File: config.mk
export PLATFORM = sky130hd
export DESIGN_NAME = bqf_front
export DESIGN_NICKNAME = d
export VERILOG_FILES = /design/src/design/biquad_iir_filter_assert.svh /design/src/design/bqf_pkg.sv /design/src/design/bqf_front.sv
export SDC_FILE = /design/constraint.sdc
export NUM_CORES = 1
export LEC_CHECK = 0
export ABC_AREA = 0
export BUFFER_PORTS_ARGS = -buffer_cell sky130_fd_sc_hd__buf_2
export CORE_AREA = 4 4 70 72
export DETAILED_ROUTE_END_ITERATION = 10
export DIE_AREA = 0 0 74 76
export PLACE_DENSITY_LB_ADDON = 0.08
export SLEW_MARGIN = 20
export SYNTH_ARGS = -nofsm -noshare
export SYNTH_HDL_FRONTEND = slang
export SYNTH_SLANG_ARGS = --single-unit
File: constraint.sdc
create_clock -name clk -period 2.7 [get_ports clk]
set_input_delay 0.27 -clock clk [delete_from_list [all_inputs] [get_ports clk]]
set_output_delay 0.27 -clock clk [all_outputs]
set_load 0.02 [all_outputs]
File: src/design/biquad_iir_filter_assert.svh
// ----------------------------------------------------------------------------
// Biquad IIR filter assertion macros
// Shorthand for the concurrent checks used in the filter RTL.
// ----------------------------------------------------------------------------
`ifndef BIQUAD_IIR_FILTER_ASSERT_SVH
`define BIQUAD_IIR_FILTER_ASSERT_SVH

// Check cons in the same cycle as ante.
`define BQF_ASSERT_NOW(label, ck, rn, ante, cons, msg) \
    label: assert property (@(posedge ck) disable iff (!rn) (ante) |-> (cons)) \
        else $error(msg);

// Check cons in the cycle after ante.
`define BQF_ASSERT_NEXT(label, ck, rn, ante, cons, msg) \
    label: assert property (@(posedge ck) disable iff (!rn) (ante) |=> (cons)) \
        else $error(msg);

`endif

File: src/design/bqf_pkg.sv
// ----------------------------------------------------------------------------
// Biquad IIR filter package
// Widths, register map, shared types and arithmetic helpers.
// ----------------------------------------------------------------------------
`default_nettype none

package bqf_pkg;

    localparam int CHANNELS       = 2;
    localparam int SAMPLE_BITS    = 24;
    localparam int COEF_FRAC_BITS = 26;
    localparam int COEF_W         = 32;
    localparam int CHAN_W         = 1;
    localparam int NUM_COEFS      = 5;

    localparam int IDX_W   = (CHANNELS > 1) ? $clog2(CHANNELS) : 1;
    localparam int PROD_W  = COEF_W + SAMPLE_BITS;
    localparam int ACC_W   = PROD_W + 3;
    localparam int RND_W   = ACC_W - COEF_FRAC_BITS;

    localparam int QDEPTH  = 2;
    localparam int QPTR_W  = (QDEPTH > 1) ? $clog2(QDEPTH) : 1;
    localparam int QCNT_W  = $clog2(QDEPTH + 1);

    localparam int REG_IDX_W  = $clog2(NUM_COEFS);
    localparam int APB_ADDR_W = REG_IDX_W + 2;
    localparam int APB_DATA_W = 32;

    typedef logic signed [SAMPLE_BITS-1:0] sample_t;
    typedef logic signed [COEF_W-1:0]      coef_t;
    typedef logic signed [PROD_W-1:0]      prod_t;
    typedef logic signed [ACC_W-1:0]       acc_t;
    typedef logic [CHAN_W-1:0]             chan_t;
    typedef logic [IDX_W-1:0]              idx_t;
    typedef logic [REG_IDX_W-1:0]          reg_idx_t;

    localparam reg_idx_t REG_B0 = reg_idx_t'(0);
    localparam reg_idx_t REG_B1 = reg_idx_t'(1);
    localparam reg_idx_t REG_B2 = reg_idx_t'(2);
    localparam reg_idx_t REG_A1 = reg_idx_t'(3);
    localparam reg_idx_t REG_A2 = reg_idx_t'(4);

    localparam coef_t COEF_ONE = coef_t'(64'sd1 <<< COEF_FRAC_BITS);

    localparam sample_t SAMPLE_MAX = {1'b0, {(SAMPLE_BITS-1){1'b1}}};
    localparam sample_t SAMPLE_MIN = {1'b1, {(SAMPLE_BITS-1){1'b0}}};
    localparam acc_t    ACC_HALF   = acc_t'(64'sd1 <<< (COEF_FRAC_BITS - 1));

    typedef struct packed {
        coef_t b0;
        coef_t b1;
        coef_t b2;
        coef_t a1;
        coef_t a2;
    } coef_set_t;

    typedef struct packed {
        idx_t    idx;
        chan_t   chan;
        sample_t sample;
    } q_item_t;

    typedef struct packed {
        logic    valid;
        q_item_t item;
    } q_head_t;

    function automatic idx_t chan_index(chan_t ch);
        logic [CHAN_W+IDX_W-1:0] wide;
        wide = {{IDX_W{1'b0}}, ch};
        if (wide >= (CHAN_W+IDX_W)'(CHANNELS))
        begin
            wide = wide - (CHAN_W+IDX_W)'(CHANNELS);
        end
        return wide[IDX_W-1:0];
    endfunction

    function automatic prod_t mul(coef_t c, sample_t s);
        prod_t a;
        prod_t b;
        a = {{(PROD_W-COEF_W){c[COEF_W-1]}}, c};
        b = {{(PROD_W-SAMPLE_BITS){s[SAMPLE_BITS-1]}}, s};
        return a * b;
    endfunction

    function automatic acc_t widen(prod_t p);
        return {{(ACC_W-PROD_W){p[PROD_W-1]}}, p};
    endfunction

endpackage

`default_nettype wire

File: src/design/bqf_front.sv
// ----------------------------------------------------------------------------
// Biquad IIR filter front end
// Accepts input words, maps the channel to its history set and queues them.
// ----------------------------------------------------------------------------
`default_nettype none

module bqf_front
    import bqf_pkg::*;
(
    input  wire logic    clk,
    input  wire logic    rst_n,
    input  wire logic    in_valid,
    output      logic    in_ready,
    input  wire chan_t   in_chan,
    input  wire sample_t in_sample,
    output      q_head_t head,
    input  wire logic    pop
);

    q_item_t             q_reg [QDEPTH];
    logic [QPTR_W-1:0]   wr_ptr_reg;
    logic [QPTR_W-1:0]   wr_ptr_next;
    logic [QPTR_W-1:0]   rd_ptr_reg;
    logic [QPTR_W-1:0]   rd_ptr_next;
    logic [QCNT_W-1:0]   count_reg;
    logic [QCNT_W-1:0]   count_next;
    logic                push;
    q_item_t             item;

    function automatic logic [QPTR_W-1:0] bump(logic [QPTR_W-1:0] p);
        return (p == QPTR_W'(QDEPTH - 1)) ? '0 : p + QPTR_W'(1);
    endfunction

    assign in_ready = (count_reg != QCNT_W'(QDEPTH));
    assign push     = in_valid && in_ready;

    assign item.idx    = chan_index(in_chan);
    assign item.chan   = in_chan;
    assign item.sample = in_sample;

    assign head.valid = (count_reg != '0);
    assign head.item  = q_reg[rd_ptr_reg];

    always_comb
    begin
        wr_ptr_next = push ? bump(wr_ptr_reg) : wr_ptr_reg;
        rd_ptr_next = pop ? bump(rd_ptr_reg) : rd_ptr_reg;
        count_next  = count_reg + QCNT_W'(push) - QCNT_W'(pop);
    end

    always_ff @(posedge clk or negedge rst_n)
    begin
        if (!rst_n)
        begin
            wr_ptr_reg <= '0;
            rd_ptr_reg <= '0;
            count_reg  <= '0;
        end
        else
        begin
            wr_ptr_reg <= wr_ptr_next;
            rd_ptr_reg <= rd_ptr_next;
            count_reg  <= count_next;
        end
    end

    always_ff @(posedge clk)
    begin
        if (push)
        begin
            q_reg[wr_ptr_reg] <= item;
        end
    end

endmodule

`default_nettype wire

=== After elaboration in Yosys (flattened, before gate mapping) ===
Memories as Yosys holds them, arrays and structs flattened.
Index checks and enable logic that the tools add are counted.
Widths: inputs -> output; s select.

* Memories: 1
* Bits of input ports: 29
* Register bits: 4
* Word-level logic and storage cells: 15
* Memory bits (writable): 52

{| class="wikitable"
|+ Memory list
! memory !! depth !! bits a word !! rd ports !! clocked after memory_dff !! write ports !! RTL line !! RTL
|-
| q_reg || 2 || 26 || 1 || 0 || 1 || bqf_front.sv:20 || <nowiki>q_item_t q_reg [QDEPTH];</nowiki>
|}

* Reduce and logical (&&, ||, !) cells: 2
* Mux-type cells: 4
* Equal/unequal tests: 1
* $add $sub $neg: 4

{| class="wikitable"
|+ Operators with widths
! operator !! number
|-
| $mux 1 || 4
|-
| $add 1x1->1 const B || 2
|-
| $add 2x1->2 || 1
|-
| $ne 2x2->1 const B || 1
|-
| $reduce_bool 2->1 || 1
|-
| $sub 2x1->2 || 1
|-
| $logic_and 1x1->1 || 1
|}

=== Depth between registers and ports, before layout ===
* Word-level depth: 4
* Depth in mapped cells: 5
* Mapped depth without buffers: 5

=== Worst setup path before layout ===
OpenSTA, ideal clock, no wires.

* Path type: flip-flop to flip-flop
* Start point: register count_reg[1]
* End point: memory q_reg[0][0] (netlist name) (enable)
* Path slack: 0.431 ns
* Setup time: 0.407 ns
* Path buffers: 0
* Data arrival time: 1.862 ns
* Cell stages (with the launch flop): 4
* Cells stage by stage: dfrtp_1 nand2b_1 nand2_1 nor2_1

* Word-level cells in the longest chain between the ends: 4

{| class="wikitable"
|+ RTL lines
! what !! RTL line !! RTL
|-
| start: declaration || bqf_front.sv:25 || <nowiki>logic [QCNT_W-1:0] count_reg;</nowiki>
|-
| start signal: assignment || bqf_front.sv:63 || <nowiki>count_reg <= count_next;</nowiki>
|-
| $ne 2x2->1 || bqf_front.sv:34 || <nowiki>assign in_ready = (count_reg != QCNT_W'(QDEPTH));</nowiki>
|-
| net in_ready || bqf_front.sv:13 || <nowiki>output logic in_ready,</nowiki>
|-
| $logic_and 1x1->1 || bqf_front.sv:35 || <nowiki>assign push = in_valid && in_ready;</nowiki>
|-
| $mux 1 || bqf_front.sv:69 || <nowiki>if (push)</nowiki>
|-
| $mux 1 (implied by the code) || bqf_front.sv:71 || <nowiki>q_reg[wr_ptr_reg] <= item;</nowiki>
|-
| end: declaration || bqf_front.sv:20 ||
|}

The timed path passes the listed nets, and every way through them passes these cells.

==> impl_metrics.json <==
{
  "status": "finished, final reports clean",
  "fmax_ghz": 0.459,
  "powerDensity_nw_per_um2": 1090,
  "postSynthCellCount": 96,
  "clk_pin_slew_ns": 0.09,
  "clock-skew-final_ns": 0.00651,
  "final_nets": 190,
  "largest_register_ffs": 50,
  "ant_nets": 0,
  "synth_area_leaders": "edfxtp_1, mux2_4, dfrtp_1, mux2_2, buf_6",
  "ys_ff_latch": 54,
  "crit_fanout": 14,
  "finalHoldViolations": 0,
  "p_comb_share_pct": 36.4,
  "h-tree-depth": 2,
  "layout_commonest_cell": "buf_2",
  "dp_hpwl_mm": 2.37,
  "maxSlewHeadroom_pct": 52.5,
  "drcViolationCount": 0,
  "leakage_uw": 0.00103,
  "required_ns": 2.43,
  "synth_warnings": 0,
  "slowest_stage": "dfrtp_1",
  "cts_tree": "built",
  "cts.sinks": 54,
  "drt-initial-drc-count": 42,
  "reg2reg_slack_ns": 1.04,
  "wire_per_inst_um": 15.3,
  "ir_worst_vdd_mv": 0.627,
  "cts_buffers": 5,
  "place.gp.congestion": 0.682,
  "wirelength_mm": 3.26,
  "fin_util_pct": 59.6,
  "synth_area_um2": 2100,
  "clkLatencyLatePin_ns": 0.30,
  "vias": 1039,
  "area_growth_pct": 21.7,
  "io_buffer_count": 56,
  "vias_per_cell": 4.88,
  "grt.overflow.total": 0,
  "synth_nets": 126,
  "num_rows": 24,
  "final_cell_mix": "buf_2, edfxtp_1, mux2_4",
  "antenna_cells": 0,
  "cts_root_buffer": "clkbuf_8",
  "seqPwrFrac_pct": 45.0,
  "fin_crit_sh_pct": 80.7,
  "drive_above_1_share_pct": 59.6,
  "fp.dieW_um": 74,
  "power.switching_uw": 902,
  "cpPeakStageDelay_ns": 0.81,
  "dr.pass1.iters": 2,
  "maxSlewViolCount": 0,
  "cp-start-kind": "flop",
  "boundaryPins": 57,
  "coreArea_um2": 4290,
  "synth_top_area_share_pct": 71.5,
  "grt_util_all_layers_pct": 12.4,
  "yosys.area.top_type": "edfxtp_1",
  "seq_area_frac_synth_pct": 76.2,
  "cp_cell_sequence": "buf_4 > mux2_4 > buf_2",
  "grt_pass1_wl_mm": 5.15,
  "cp.arrival_ns": 1.91,
  "min_period_ns": 2.18,
  "finalSetupViolations": 0,
  "die-area_um2": 5620,
  "finalPower_uw": 2800,
  "clk_path_buf_depth": 2,
  "maxCapViolCount": 0,
  "grt_max_degree": 20,
  "rsz0062_at_grt": "false",
  "intPower_uw": 1900,
  "fp.dieH_um": 76,
  "tightest_slew_ns": 0.713,
  "critical_path_class": "flop to primary output",
  "whs_ns": 0.153,
  "synth.avg_cell_area_um2": 21.9,
  "synthDistinctLibCells": 17,
  "grt_pass1_vias": 1117,
  "start_util_pct": 48.9,
  "cp-end-kind": "primary output",
  "hp-class": "input port to flop",
  "setup-tns-final_ns": 0,
  "antenna_found_initial": 0,
  "clockPowerShare_pct": 18.6,
  "swShare_pct": 32.3
}
kinds of logic (layout without fill, tap and decap cells):
logic type,Yosys count,in the layout,share of synthesized area (%)
AOI/OAI and AO/OA,2,2,0.893
muxes,25,25,16.8
DFF,54,54,76.2
and+or+nand+nor,6,6,1.85
adders and majority gates,1,1,0.595
buffers and inverters,4,69,1.97
xor gates and xnor gates,4,4,1.67
metrics by stage:
step | instance area, µm² | setup WS (ns) | instances
global placement | 2440 | 0.869 | 204
finish | 2560 | 0.522 | 213
global route | 2560 | 0.426 | 213
floorplan | 2100 | 0.431 | 96
CTS | 2560 | 0.498 | 213
detailed placement | 2440 | 0.842 | 204
what timing repair did:
item                      in CTS  in global routing
setup buffers                  0                  0
resized for setup              0                  0
hold buffers                   1                  0
hold endpoints to repair       4                  0
power groups by stage:
stage / clock, µW / combinational, µW / sequential, µW
floorplan: 0 / 825 / 1220
global placement: 0 / 1020 / 1270
detailed placement: 0 / 1030 / 1280
CTS: 534 / 1040 / 1260
global route: 565 / 1090 / 1280
finish: 521 / 1020 / 1260
cells in the mapped netlist:
library cell and n:
a21oi_2 1, edfxtp_1 50, nor2_1 1, buf_4 1, or2_2 1, xor2_1 1, nand2b_1 1, buf_6 3
nor3b_2 1, dfrtp_1 4, ha_1 1, mux2_4 19, xnor2_1 3, and3_1 1, nand2_1 1, mux2_2 6
a21bo_1 1
worst max-delay path: cells and delay by family, from the launching register on:
family	cells	cell delay (ns)
flops	1	0.81
buf+inv	2	0.49
mux	1	0.31
final timing paths:
| kind | start | to | cells past startpoint |
|---|---|---|---|
| max | rd_ptr_reg$_DFFE_PN0P_ | head[9] | 3 |
| min | in_sample[13] | q_reg[0][13]$_DFFE_PP_ | 1 |
| max reg2reg | count_reg[1]$_DFF_PN0_ | q_reg[0][4]$_DFFE_PP_ | 4 |
| min reg2reg | wr_ptr_reg$_DFFE_PN0P_ | wr_ptr_reg$_DFFE_PN0P_ | 1 |
| max in group asynchronous | rst_n | rd_ptr_reg$_DFFE_PN0P_ | 2 |
| min in group asynchronous | rst_n | wr_ptr_reg$_DFFE_PN0P_ | 2 |
area by class of cell:
type / instances / area [µm²]
fill: 322 / 1740
sequential: 54 / 1600
multi-input combinational: 38 / 460
timing repair buffer: 61 / 320
clock buffer: 6 / 72.6
tap: 52 / 65.1
clock inverter: 2 / 37.5
per-layer routing:
layer,share of wire (%),global-route usage (%),vias up
li1,-,-,494
met1,39,13.9,509
met2,53,21.1,31
met3,6.8,4.35,5
met4,1.8,4.89,0
met5,0,0,-
No activity file was read; power rests on OpenSTA's default activity.
