$ cat src/design/biquad_iir_filter_assert.svh
// ----------------------------------------------------------------------------
// Biquad IIR filter assertion macros
// Shorthand for the concurrent checks used in the filter RTL.
// ----------------------------------------------------------------------------
`ifndef BIQUAD_IIR_FILTER_ASSERT_SVH
`define BIQUAD_IIR_FILTER_ASSERT_SVH

// Check cons in the same cycle as ante.
`define BQF_ASSERT_NOW(label, ck, rn, ante, cons, msg) \
    label: assert property (@(posedge ck) disable iff (!rn) (ante) |-> (cons)) \
        else $error(msg);

// Check cons in the cycle after ante.
`define BQF_ASSERT_NEXT(label, ck, rn, ante, cons, msg) \
    label: assert property (@(posedge ck) disable iff (!rn) (ante) |=> (cons)) \
        else $error(msg);

`endif

$ cat src/design/bqf_pkg.sv
// ----------------------------------------------------------------------------
// Biquad IIR filter package
// Widths, register map, shared types and arithmetic helpers.
// ----------------------------------------------------------------------------
`default_nettype none

package bqf_pkg;

    localparam int CHANNELS       = 2;
    localparam int SAMPLE_BITS    = 24;
    localparam int COEF_FRAC_BITS = 26;
    localparam int COEF_W         = 32;
    localparam int CHAN_W         = 1;
    localparam int NUM_COEFS      = 5;

    localparam int IDX_W   = (CHANNELS > 1) ? $clog2(CHANNELS) : 1;
    localparam int PROD_W  = COEF_W + SAMPLE_BITS;
    localparam int ACC_W   = PROD_W + 3;
    localparam int RND_W   = ACC_W - COEF_FRAC_BITS;

    localparam int QDEPTH  = 2;
    localparam int QPTR_W  = (QDEPTH > 1) ? $clog2(QDEPTH) : 1;
    localparam int QCNT_W  = $clog2(QDEPTH + 1);

    localparam int REG_IDX_W  = $clog2(NUM_COEFS);
    localparam int APB_ADDR_W = REG_IDX_W + 2;
    localparam int APB_DATA_W = 32;

    typedef logic signed [SAMPLE_BITS-1:0] sample_t;
    typedef logic signed [COEF_W-1:0]      coef_t;
    typedef logic signed [PROD_W-1:0]      prod_t;
    typedef logic signed [ACC_W-1:0]       acc_t;
    typedef logic [CHAN_W-1:0]             chan_t;
    typedef logic [IDX_W-1:0]              idx_t;
    typedef logic [REG_IDX_W-1:0]          reg_idx_t;

    localparam reg_idx_t REG_B0 = reg_idx_t'(0);
    localparam reg_idx_t REG_B1 = reg_idx_t'(1);
    localparam reg_idx_t REG_B2 = reg_idx_t'(2);
    localparam reg_idx_t REG_A1 = reg_idx_t'(3);
    localparam reg_idx_t REG_A2 = reg_idx_t'(4);

    localparam coef_t COEF_ONE = coef_t'(64'sd1 <<< COEF_FRAC_BITS);

    localparam sample_t SAMPLE_MAX = {1'b0, {(SAMPLE_BITS-1){1'b1}}};
    localparam sample_t SAMPLE_MIN = {1'b1, {(SAMPLE_BITS-1){1'b0}}};
    localparam acc_t    ACC_HALF   = acc_t'(64'sd1 <<< (COEF_FRAC_BITS - 1));

    typedef struct packed {
        coef_t b0;
        coef_t b1;
        coef_t b2;
        coef_t a1;
        coef_t a2;
    } coef_set_t;

    typedef struct packed {
        idx_t    idx;
        chan_t   chan;
        sample_t sample;
    } q_item_t;

    typedef struct packed {
        logic    valid;
        q_item_t item;
    } q_head_t;

    function automatic idx_t chan_index(chan_t ch);
        logic [CHAN_W+IDX_W-1:0] wide;
        wide = {{IDX_W{1'b0}}, ch};
        if (wide >= (CHAN_W+IDX_W)'(CHANNELS))
        begin
            wide = wide - (CHAN_W+IDX_W)'(CHANNELS);
        end
        return wide[IDX_W-1:0];
    endfunction

    function automatic prod_t mul(coef_t c, sample_t s);
        prod_t a;
        prod_t b;
        a = {{(PROD_W-COEF_W){c[COEF_W-1]}}, c};
        b = {{(PROD_W-SAMPLE_BITS){s[SAMPLE_BITS-1]}}, s};
        return a * b;
    endfunction

    function automatic acc_t widen(prod_t p);
        return {{(ACC_W-PROD_W){p[PROD_W-1]}}, p};
    endfunction

endpackage

`default_nettype wire

$ cat src/design/bqf_regs.sv
// ----------------------------------------------------------------------------
// Biquad IIR filter coefficient registers
// APB register file holding the five Q6.26 coefficients.
// ----------------------------------------------------------------------------
`default_nettype none

module bqf_regs
    import bqf_pkg::*;
(
    input  wire logic                  clk,
    input  wire logic                  rst_n,
    input  wire logic                  psel,
    input  wire logic                  penable,
    input  wire logic                  pwrite,
    input  wire logic [APB_ADDR_W-1:0] paddr,
    input  wire logic [APB_DATA_W-1:0] pwdata,
    output      logic [APB_DATA_W-1:0] prdata,
    output      logic                  pready,
    output      coef_set_t             coefs
);

    coef_t    coef_reg  [NUM_COEFS];
    coef_t    coef_next [NUM_COEFS];
    reg_idx_t idx;
    logic     wr_en;

    assign pready = 1'b1;
    assign idx    = paddr[APB_ADDR_W-1:2];
    assign wr_en  = psel && penable && pwrite && pready;

    always_comb
    begin
        coef_next = coef_reg;
        if (wr_en)
        begin
            unique case (idx)
                REG_B0, REG_B1, REG_B2, REG_A1, REG_A2:
                begin
                    coef_next[idx] = coef_t'(pwdata);
                end
                default:
                begin
                end
            endcase
        end
    end

    always_comb
    begin
        unique case (idx)
            REG_B0, REG_B1, REG_B2, REG_A1, REG_A2:
            begin
                prdata = APB_DATA_W'(coef_reg[idx]);
            end
            default:
            begin
                prdata = '0;
            end
        endcase
    end

    always_ff @(posedge clk or negedge rst_n)
    begin
        if (!rst_n)
        begin
            for (int i = 0; i < NUM_COEFS; i++)
            begin
                coef_reg[i] <= (i == 0) ? COEF_ONE : '0;
            end
        end
        else
        begin
            coef_reg <= coef_next;
        end
    end

    assign coefs.b0 = coef_reg[REG_B0];
    assign coefs.b1 = coef_reg[REG_B1];
    assign coefs.b2 = coef_reg[REG_B2];
    assign coefs.a1 = coef_reg[REG_A1];
    assign coefs.a2 = coef_reg[REG_A2];

endmodule

`default_nettype wire

$ cat config.mk
export PLATFORM = sky130hd
export DESIGN_NAME = bqf_regs
export DESIGN_NICKNAME = d
export VERILOG_FILES = /design/src/design/biquad_iir_filter_assert.svh /design/src/design/bqf_pkg.sv /design/src/design/bqf_regs.sv
export SDC_FILE = /design/constraint.sdc
export NUM_CORES = 1
export LEC_CHECK = 0
export BUFFER_PORTS_ARGS = -buffer_cell sky130_fd_sc_hd__buf_2
export CORE_MARGIN = 3
export CORE_UTILIZATION = 46
export CTS_CLUSTER_SIZE = 10
export DETAILED_ROUTE_END_ITERATION = 12
export GPL_ROUTABILITY_DRIVEN = 0
export PLACE_DENSITY = 0.8
export SYNTH_ARGS = -nofsm -noshare
export SYNTH_HDL_FRONTEND = slang
export SYNTH_SLANG_ARGS = --single-unit
$ cat constraint.sdc
create_clock -name clk -period 1.23 [get_ports clk]
set_input_delay 0.123 -clock clk [delete_from_list [all_inputs] [get_ports clk]]
set_output_delay 0.123 -clock clk [all_outputs]
set_load 0.05 [all_outputs]
Word level (Yosys, flattened, before mapping)
Index checks and enable logic that the tools add are counted.
{"block": "totals", "ff_bits": 160, "latch_bits": 0, "mem_bits_rw": 0, "mem_bits_ro": 0, "out_inout_bits": 193, "n_memories": 0}
{"block": "classes", "n_addsub": 0, "multipliers": 0, "n_div": 0, "n_lt_le_gt_ge": 2, "n_eq_ne": 4, "n_shift": 0, "mux": 7, "n_bitwise": 1, "n_reduce_logical": 6}
{"op": "160-bit bitwise mux", "count": 1}
{"op": "32-bit two-way mux", "count": 4}
{"op": "32-bit binary-select mux with 3-bit select", "count": 1}
{"op": "32-bit demux with 3-bit select", "count": 1}
{"op": "3-bit by 2-bit == test with 1-bit output, second input constant", "count": 2}
{"op": "5-bit OR reduction", "count": 1}
{"op": "4-bit >= comparator, second input constant", "count": 1}
{"op": "4-bit by 1-bit less-than comparator with 1-bit output, second input constant", "count": 1}
{"op": "3-bit inverter with 4-bit output", "count": 1}
{"op": "3-bit by 1-bit == test with 1-bit output, second input constant", "count": 1}
{"op": "3-bit == test, second input constant", "count": 1}
{"op": "1-bit logical AND", "count": 3}
{"op": "3-bit logical NOT", "count": 1}
{"op": "2-bit AND reduction", "count": 1}

Longest topological paths before layout
Gate-level depths: netlist of the first run.
{"block": "logic_depth", "word_depth": 6, "ltp_mapped": 5}

Worst setup path after synthesis of the first run
OpenSTA, ideal clock, no wires.
{"block": "synth_path", "kind": "input port to output port", "startpoint": "input paddr[3]", "endpoint": "output prdata[20]", "arrival_ns": 1.593, "slack_ns": -0.486, "stages": 5, "path_buffers": 3, "cell_sequence": "buf_2 > buf_2 > buf_4 > mux2i_1 > o211ai_1"}
{"block": "synth_between", "elab_chain_len": 5}
{"element": "start, declared", "line": "bqf_regs.sv:15", "text": "input wire logic [APB_ADDR_W-1:0] paddr,"}
{"element": "3-bit inverter with 4-bit output (implied by the code)", "line": "bqf_regs.sv:53", "text": "prdata = APB_DATA_W'(coef_reg[idx]);"}
{"element": "32-bit binary-select mux with 3-bit select", "line": "bqf_regs.sv:53"}
{"element": "32-bit two-way mux (implied by the code) (2 in series)", "line": "bqf_regs.sv:53"}
{"element": "32-bit two-way mux *", "line": "bqf_regs.sv:50", "text": "unique case (idx)"}
{"element": "end, declared", "line": "bqf_regs.sv:17", "text": "output logic [APB_DATA_W-1:0] prdata,"}
Every way passes the cells marked *; elsewhere a longest branch is shown, timed or not. The select of a mux whose other input is x is not followed.

Final worst setup path of the first run
{"block": "layout_path", "startpoint": "register coef_reg (netlist bit coefs[62])", "endpoint": "output prdata[30]"}
{"block": "layout_between", "elab_chain_len": 4}
{"element": "start, declared", "line": "bqf_regs.sv:22", "text": "coef_t coef_reg [NUM_COEFS];"}
{"element": "start signal, assigned by index", "line": "bqf_regs.sv:68", "text": "coef_reg[i] <= (i == 0) ? COEF_ONE : '0;"}
{"element": "start signal, assigned", "line": "bqf_regs.sv:73", "text": "coef_reg <= coef_next;"}
{"element": "32-bit binary-select mux with 3-bit select", "line": "bqf_regs.sv:53"}
{"element": "32-bit two-way mux (implied by the code) (2 in series)", "line": "bqf_regs.sv:53"}
{"element": "32-bit two-way mux", "line": "bqf_regs.sv:50"}
No other way between the ends. The select of a mux whose other input is x is not followed.

==> key figures, run 1 <==
Die
  • Chip Height: 132.4 um
  • Die W: 132.4 um
  • Initial core utilization: 47.62%
  • Core ar.: 0.01543 mm^2
  • Rows: 45
  • # IOs: 235
  • Die Footprint: 0.01752 mm^2

Critical path
  • Arr. time, crit path: 1.70 ns
  • Req. time, crit path: 1.11 ns
  • CP top delay family: multiplexers
  • CP cell instances: mux4_2, a22o_4, buf_6
  • CP Class: flop to output pin
  • Worst Path Buf+Inv: 1
  • Crit end category: output pin
  • Worst setup SP type: flop
  • CP peak stage delay: 0.48 ns
  • CP max FO: 2
  • Slowest CP cell: mux4_2

Power and ir drop
  • Pwr Total: 23.78 mW
  • Worst VDD drop: 1.204 mV
  • Logic pwr share: 47.7%
  • Sw power: 9.789 mW
  • Power Internal: 13.99 mW
  • Power per cell area: 1911 mW/mm^2
  • Clock Power Share: 21.5%
  • Static Leak: 5.975 nW
  • Flop pwr share: 30.8%
  • Switching portion of total power: 41.16%

Timing
  • Hold Vio Cnt, Final: 0
  • Final slew viol count: 0
  • Final Cycle Share: 148.3%
  • Clk_skew: 0 ns
  • Final setup fails: 67
  • Setup TNS: -17.53 ns
  • Post-route minimum period: 1.824 ns
  • Final WS setup: -0.5945 ns
  • Unrepaired setup endpoints after global routing: true
  • Max Freq: 0.5481 GHz

Yosys
  • Synth Register Bits: 160
  • Synth warnings: 0
  • Commonest cells post-synth: dfrtp_1, mux2_2, mux2_1, mux2i_1, nor2_1
  • Post-synth top area cell: dfrtp_1
  • Asr flop ratio synth: 100.0%
  • Mean Syn Cell Area: 14.66 um^2
  • Share of the synthesized area in the top cell type: 54.16%
  • Synthesized cell area: 0.007347 mm^2
  • Synth area leaders: dfrtp_1, mux2_2, mux2_1, mux2i_1, a221o_1
  • Most numerous cell in the Yosys netlist: dfrtp_1
  • Syn_nets: 543
  • Number of synthesized flops with an enable pin: 0
  • Ys flop type: dfrtp_1
  • Syn Inst Count: 501
  • Sequential share of the synthesized area: 54.51%
  • Yosys cell types: 25

Run status
  • Failing checks: negative setup slack
  • Status: finished with violations

Layout
  • Max FFs per register: 160
  • Multi-input logic area: 0.003213 mm^2
  • Diode count: 0
  • NumNets Final: 944
  • Fillers: 780
  • Area Growth Syn to Fin: 69.38%
  • Share of cells above drive strength 1: 70.60%
  • FF/Latch Area: 0.004086 mm^2

Clock tree
  • Root buffer cell: clkbuf_16
  • Total CTS buffers: 17
  • CTS tree: yes
  • Clk Latency, worst-skew pair: 0.42 ns
  • CTS max path bufs: 2
  • H-tree depth: 4
  • Clk sinks: 160
  • Worst-path clk slew: 0.06 ns

Global route
  • Vias in the first global route: 6804
  • Global Route met2 Usage: 50.85%
  • GRT met3 Usage: 7.824%
  • First-pass GRT wire length: 39250 um
  • GR peak layer: met2
  • Largest net degree at the start of global routing: 44
  • Initial antenna violation count: 0
  • Overall routing resource usage: 28.75%
  • GR Layer Usage met1: 33.48%
  • Global route overflow: 0

Routing
  • Routed wire length: 27690 um
  • First-pass iteration count of the detailed router: 5
  • Vias per cell: 5.607
  • Average wire per standard cell: 24.59 um
  • # DRC: 0
  • Antenna viol nets, final: 0
  • Initial drt markers: 332
  • Vias: 6313

Flow run
  • MaxCap Viol Count: 0

Min path
  • Worst Hold Class: primary input to async pin

Placement
  • Setup WS pre-CTS: -0.3049 ns
  • Port bufs: 231
  • Hpwl dp: 15760 um
-- power by group through the flow --
stage          Sequential (mW)  Combinational (mW)  Clock [mW]
2_1_floorplan             10.8                2.14           0
3_3_place_gp              7.12                8.32           0
3_5_place_dp              7.21                8.46           0
4_1_cts                   7.17                10.3        5.14
5_1_grt                   7.42                11.7        5.42
6_report                  7.33                11.3        5.11
-- what timing repair did --
action	CTS	global route
pin swaps	7	1
gates resized for setup	326	147
buffers inserted	25	43
setup endpoints to repair	102	159
hold endpoints to repair	301	0
hold buffers	33	0
-- area by class of cell --
class	count	area share [%]
multi-input combinational	307	25.82
sequential	160	32.84
clock inverter	12	0.8647
timing repair buffer	415	34.66
clock buffer	20	3.670
tap	211	2.121
inverter	1	0.03016
-- cell families after synthesis --
logic type,Yosys count,synth area share (%)
AND/OR/NAND/NOR,43,3.389
buffers and inverters,34,3.355
AO/OA/AOI/OAI,40,4.888
other,1,0.05104
multiplexers,223,33.80
flip-flops,160,54.51
-- per-layer routing --
layer	vias up	part of all wire, %
met5	-	0
met4	0	3.4
met3	81	7.5
met2	352	53
met1	3222	36
li1	2658	-
-- worst paths after layout --
path | startpoint | end | slack [ns] | cells after the start
max in group asynchronous | rst_n | coefs[87] | 0.48 | 3
hold reg to reg | coefs[116] | coefs[116] | 0.51 | 1
setup reg to reg | coefs[66] | coefs[66] | 0.15 | 3
setup / recovery | coefs[62] | prdata[30] | -0.59 | 3
hold / removal | rst_n | coefs[60] | 0.17 | 2
min in group clk | paddr[4] | coefs[135] | 0.42 | 5
-- cells in the final DEF, fill, tap and decap left out, types with 3 or more instances in the layout --
cell type | Yosys | layout
a221o_2 | 0 | 23
buf_12 | 0 | 26
buf_2 | 14 | 62
buf_4 | 9 | 66
buf_6 | 0 | 107
buf_8 | 6 | 70
clkbuf_16 | 0 | 18
clkbuf_4 | 0 | 50
clkinv_2 | 0 | 4
clkinvlp_4 | 0 | 3
dfrtp_1 | 159 | 94
dfrtp_2 | 0 | 65
dlygate4sd3_1 | 0 | 33
mux2_1 | 66 | 66
mux2_2 | 125 | 115
mux2_4 | 0 | 10
mux2i_1 | 31 | 30
nand2_2 | 0 | 6
nor2_1 | 26 | 24
o211ai_1 | 16 | 16
-- metrics by stage --
| stage | hold WS (ns) | std cells | utilization [%] | instance area [um^2] |
|---|---|---|---|---|
| 2_1_floorplan | -0.1726 | 501 | - | 7493 |
| 3_3_place_gp | 0.02850 | 1016 | 63.06 | 9728 |
| 3_5_place_dp | 0.02993 | 1016 | 63.06 | 9728 |
| 4_1_cts | 0.1562 | 1099 | 76.76 | 11840 |
| 5_1_grt | 0.1764 | 1126 | 80.66 | 12440 |
| 6_report | 0.1652 | 1126 | 80.66 | 12440 |
No activity file was read; power rests on OpenSTA's default activity.
==> inputs of run 2 (changes only) <==
--- a/config.mk
+++ b/config.mk
@@ -11,7 +11,7 @@
 export CTS_CLUSTER_SIZE = 10
 export DETAILED_ROUTE_END_ITERATION = 12
 export GPL_ROUTABILITY_DRIVEN = 0
-export PLACE_DENSITY = 0.8
+export PLACE_DENSITY = 0.76
 export SYNTH_ARGS = -nofsm -noshare
 export SYNTH_HDL_FRONTEND = slang
 export SYNTH_SLANG_ARGS = --single-unit
==> constraint.sdc (replaced) <==
create_clock -name clk -period 1.55 [get_ports clk]
set_input_delay 0.155 -clock clk [delete_from_list [all_inputs] [get_ports clk]]
set_output_delay 0.155 -clock clk [all_outputs]
set_load 0.05 [all_outputs]
==> run 2 against run 1 <==
  * Final area decreased by 13%
  * Sequential power is 23% lower
  * Total power fell by 29%
  * Via count shrank 7.6%
  * Non-clock buffer count shrank 59
  * Sequential cell count unchanged
  * Cell count shrank 5.2%
  * Hold slack worse by 0.15 ns
  * Register-to-register slack better by 0.35 ns
  * The flow still finishes with violations (negative setup slack)
  * Core utilization decreased by 11 points
  * Clock skew unchanged
==> key figures, run 2 (same netlist as run 1, synthesis figures left out) <==
Critical path
  • Reg2reg setup slack: 0.50 ns
  • CP cell instances: mux4_2, a22o_2, buf_6
  • Crit end category: output pin
  • CP top delay family: multiplexers
  • CP max FO: 3
  • Arr. time, crit path: 1.65 ns
  • Worst setup SP type: flop
  • Slowest CP cell: mux4_2
  • Worst Path Buf+Inv: 1
  • Req. time, crit path: 1.39 ns
  • CP Class: flop to output pin
  • CP peak stage delay: 0.46 ns

Die
  • Core ar.: 0.01543 mm^2
  • Initial core utilization: 47.62%
  • Die W: 132.4 um
  • Die Footprint: 0.01752 mm^2
  • Chip Height: 132.4 um
  • # IOs: 235
  • Rows: 45

Routing
  • # DRC: 0
  • First-pass iteration count of the detailed router: 4
  • Routed wire length: 22240 um
  • Antenna viol nets, final: 0
  • Vias: 5836
  • Vias per cell: 5.470
  • Average wire per standard cell: 20.84 um
  • Initial drt markers: 257

Layout
  • Commonest non-fill, non-tap cell in the layout: buf_2
  • Finished Layout Cells: 1067
  • Area Growth Syn to Fin: 46.58%
  • NumNets Final: 885
  • Diode count: 0
  • Fillers: 1074
  • Commonest cells after routing, fill and taps aside: buf_2, dfrtp_1, mux2_2, buf_4, mux2_1
  • Share of cells above drive strength 1: 66.00%
  • Final instance area: 0.01077 mm^2
  • Max FFs per register: 160

Clock tree
  • Clk sinks: 160
  • Root buffer cell: clkbuf_16
  • CTS max path bufs: 2
  • CTS tree: yes
  • Clk Latency, worst-skew pair: 0.41 ns
  • H-tree depth: 4
  • Worst-path clk slew: 0.06 ns
  • Total CTS buffers: 17

Global route
  • Global route overflow: 0
  • First-pass GRT wire length: 34950 um
  • Largest net degree at the start of global routing: 66
  • Initial antenna violation count: 0
  • Vias in the first global route: 6281
  • Overall routing resource usage: 25.38%

Timing
  • Final setup fails: 32
  • Minimum hold slack: 0.01840 ns
  • Hold Vio Cnt, Final: 0
  • Clk_skew: 0 ns
  • Max Freq: 0.5552 GHz
  • Final Cycle Share: 116.2%
  • Post-route minimum period: 1.801 ns
  • Final slew viol count: 0
  • Final WS setup: -0.2512 ns
  • Unrepaired setup endpoints after global routing: true

Power and ir drop
  • Static Leak: 5.528 nW
  • Logic pwr share: 42.3%
  • Worst VDD drop: 0.9978 mV
  • Power per cell area: 1576 mW/mm^2
  • Switching portion of total power: 41.58%
  • Clock Power Share: 24.5%
  • Sw power: 7.058 mW
  • Flop pwr share: 33.2%
  • Pwr Total: 16.98 mW
  • Power Internal: 9.918 mW

Placement
  • Hpwl dp: 14870 um
  • Port bufs: 231
  • Placed Instance Area: 0.009195 mm^2
  • Dpl cells: 955

Min path
  • Worst Hold Class: primary input to flop

Run status
  • Status: finished with violations
  • Failing checks: negative setup slack

Flow run
  • MaxCap Viol Count: 0
==> run 2: changes by cell type in the layout (fill, tap and decap cells not counted), moves of 26 or more <==
cell	before	now
dlygate4sd3_1	33	7
clkbuf_4	50	0
buf_4	66	103
dfrtp_1	94	143
buf_8	70	23
buf_2	62	197
buf_6	107	6
dfrtp_2	65	16
==> run 2: area by class of cell <==
| cell class | count | area [um^2] | area share (%) |
|---|---|---|---|
| clock buffer | 22 | 484.2 | 4.496 |
| inverter | 1 | 3.754 | 0.03486 |
| sequential | 160 | 4025 | 37.38 |
| tap | 211 | 264.0 | 2.451 |
| clock inverter | 10 | 108.9 | 1.011 |
| multi-input combinational | 307 | 3241 | 30.09 |
| timing repair buffer | 356 | 2643 | 24.54 |
==> run 2: power by group through the flow <==
stage / sequential, mW / combinational (mW) / clock, mW
floorplan: 8.50 / 1.70 / 0
global placement: 5.65 / 6.10 / 0
detailed placement: 5.74 / 6.19 / 0
CTS: 5.60 / 7.07 / 4.20
global route: 5.73 / 7.48 / 4.40
finish: 5.64 / 7.19 / 4.15
==> run 2: worst paths after layout <==
check | cells after the start | endpoint | from
setup reg to reg | 3 | coefs[152] | coefs[152]
max in group asynchronous | 3 | coefs[38] | rst_n
setup / recovery | 3 | prdata[30] | coefs[94]
hold / removal | 2 | coefs[110] | pwdata[14]
min in group asynchronous | 2 | coefs[125] | rst_n
hold reg to reg | 1 | coefs[43] | coefs[43]
==> run 2: routing by layer <==
metal  up-vias  part of all wire (%)  GRT usage [%]
met4         0                   1.4          8.372
li1       2550                     -              -
met2       270                    52          43.87
met5         -                     0              0
met1      2988                    39          30.48
met3        28                   7.8          7.481
==> run 2: what timing repair did <==
item,4_1_cts,5_1_grt
setup buffers,59,14
gates resized for setup,102,8
setup endpoints to repair,32,32
pin swaps,30,2
hold endpoints to repair,169,0
hold buffers,7,0
==> run 2: through the flow <==
stage	setup WS, ns	TNS (ns)	util (%)
CTS	-0.2741	-5.229	68.95
finish	-0.2512	-4.866	69.81
detailed placement	-0.08947	-3.213	59.60
global route	-0.2847	-6.305	69.81
floorplan	-0.05974	-0.3518	-
global placement	-0.04169	-1.922	59.60
==> inputs of run 3 (changes only) <==
--- a/config.mk
+++ b/config.mk
@@ -11,6 +11,7 @@
 export CTS_CLUSTER_SIZE = 10
 export DETAILED_ROUTE_END_ITERATION = 12
 export GPL_ROUTABILITY_DRIVEN = 0
+export MAX_ROUTING_LAYER = met4
 export PLACE_DENSITY = 0.76
 export SYNTH_ARGS = -nofsm -noshare
 export SYNTH_HDL_FRONTEND = slang
==> run 3 against run 2 <==
  * The run still ends with negative setup slack left
  * Global-route usage increased by 0.78 points
  * Hold slack is essentially flat
  * Setup slack gained 0.0032 ns
  * First-iteration DRC count up 18%
  * Cell count is the same
  * Via count is 0.53% higher
  * Final area did not move
  * Critical path depth stayed put
  * Sequential share of layout area stayed put
==> key figures, run 3 (same netlist as run 1, synthesis figures left out) <==
Run status
  • Status: finished with violations
  • Failing checks: negative setup slack

Die
  • Chip Height: 132.4 um
  • # IOs: 235
  • Rows: 45
  • Die W: 132.4 um
  • Initial core utilization: 47.62%
  • Die Footprint: 0.01752 mm^2
  • Core ar.: 0.01543 mm^2

Global route
  • Overall routing resource usage: 26.16%
  • Largest net degree at the start of global routing: 66
  • Global route overflow: 0
  • Vias in the first global route: 6295
  • First-pass GRT wire length: 34900 um
  • Initial antenna violation count: 0

Clock tree
  • CTS tree: yes
  • H-tree depth: 4
  • Clk sinks: 160
  • Clk Latency, worst-skew pair: 0.41 ns
  • Total CTS buffers: 17
  • Root buffer cell: clkbuf_16
  • Worst-path clk slew: 0.06 ns
  • CTS max path bufs: 2

Timing
  • Final setup fails: 32
  • Final slew viol count: 0
  • Clk_skew: 0 ns
  • Max Freq: 0.5562 GHz
  • Final WS setup: -0.2480 ns
  • Post-route minimum period: 1.798 ns
  • Unrepaired setup endpoints after global routing: true
  • Setup TNS: -4.863 ns
  • Final Cycle Share: 116.0%
  • Hold Vio Cnt, Final: 0

Critical path
  • Worst Path Buf+Inv: 1
  • CP Class: flop to output pin
  • CP top delay family: multiplexers
  • Crit end category: output pin
  • Critical Path Stages: 3
  • Arr. time, crit path: 1.64 ns
  • CP cell instances: mux4_2, a22o_2, buf_6
  • Slowest CP cell: mux4_2
  • CP peak stage delay: 0.46 ns
  • Worst setup SP type: flop
  • Worst reg2reg path depth: 3
  • Req. time, crit path: 1.39 ns
  • CP max FO: 3

Layout
  • Share of cells above drive strength 1: 66.00%
  • Diode count: 0
  • Commonest non-fill, non-tap cell in the layout: buf_2
  • Max FFs per register: 160
  • Commonest cells after routing, fill and taps aside: buf_2, dfrtp_1, mux2_2, buf_4, mux2_1
  • Area Growth Syn to Fin: 46.58%
  • Post-layout util: 69.81%
  • NumNets Final: 885

Routing
  • Antenna viol nets, final: 0
  • Average wire per standard cell: 20.92 um
  • Vias per cell: 5.499
  • Vias: 5867
  • Initial drt markers: 304
  • First-pass iteration count of the detailed router: 5
  • # DRC: 0
  • Routed wire length: 22330 um

Power and ir drop
  • Static Leak: 5.528 nW
  • Pwr Total: 16.98 mW
  • Power per cell area: 1577 mW/mm^2
  • Worst VDD drop: 1.002 mV

Flow run
  • MaxCap Viol Count: 0

Placement
  • Hpwl dp: 14870 um
  • Port bufs: 231

Min path
  • Hold Path Cell Cnt: 2
  • Worst Hold Class: primary input to flop
run 3: timing repair:
item	in CTS	in global routing
hold buffers	7	0
setup endpoints to repair	32	32
pin swaps	30	2
setup buffers	59	14
hold endpoints to repair	169	0
resized for setup	102	8
run 3: layout make-up:
type                            instances  area, um^2
Sequential cell                       160        4025
Clock inverter                         10       108.9
Inverter                                1       3.754
Tap cell                              211       264.0
Multi-Input combinational cell        307        3241
Clock buffer                           22       484.2
Timing Repair Buffer                  356        2643
Fill cell                            1074        4658
run 3: path summary, 6_finish.rpt:
check                             end        from  slack (ns)
max                        prdata[30]   coefs[94]       -0.25
min                         coefs[51]  pwdata[19]        0.02
max reg2reg                coefs[152]  coefs[152]        0.50
min reg2reg                 coefs[43]   coefs[43]        0.50
max in group asynchronous  coefs[102]       rst_n        0.72
min in group asynchronous  coefs[125]       rst_n        0.17
run 3: where the power goes:
part           internal, mW  switching (mW)
logic                  2.37            4.82
registers              5.02           0.618
clock network          2.53            1.62
run 3: metal layers:
| layer | GRT usage, % | wire length (um) | vias up |
|---|---|---|---|
| met1 | 31.30 | 9025 | 2998 |
| li1 | - | - | 2550 |
| met2 | 43.87 | 11390 | 282 |
| met3 | 6.260 | 1516 | 37 |
| met5 | - | 0 | - |
| met4 | 8.372 | 395 | 0 |
run 3: metrics by stage:
stage | setup slack (ns) | instance area (um^2) | hold WS [ns] | std cells
2_1_floorplan | -0.05974 | 7426 | -0.1406 | 501
3_3_place_gp | -0.04169 | 9195 | 0.03462 | 955
3_5_place_dp | -0.08947 | 9195 | 0.03660 | 955
4_1_cts | -0.2741 | 10640 | 0.003522 | 1053
5_1_grt | -0.2862 | 10770 | 0.01381 | 1067
6_report | -0.2480 | 10770 | 0.01887 | 1067
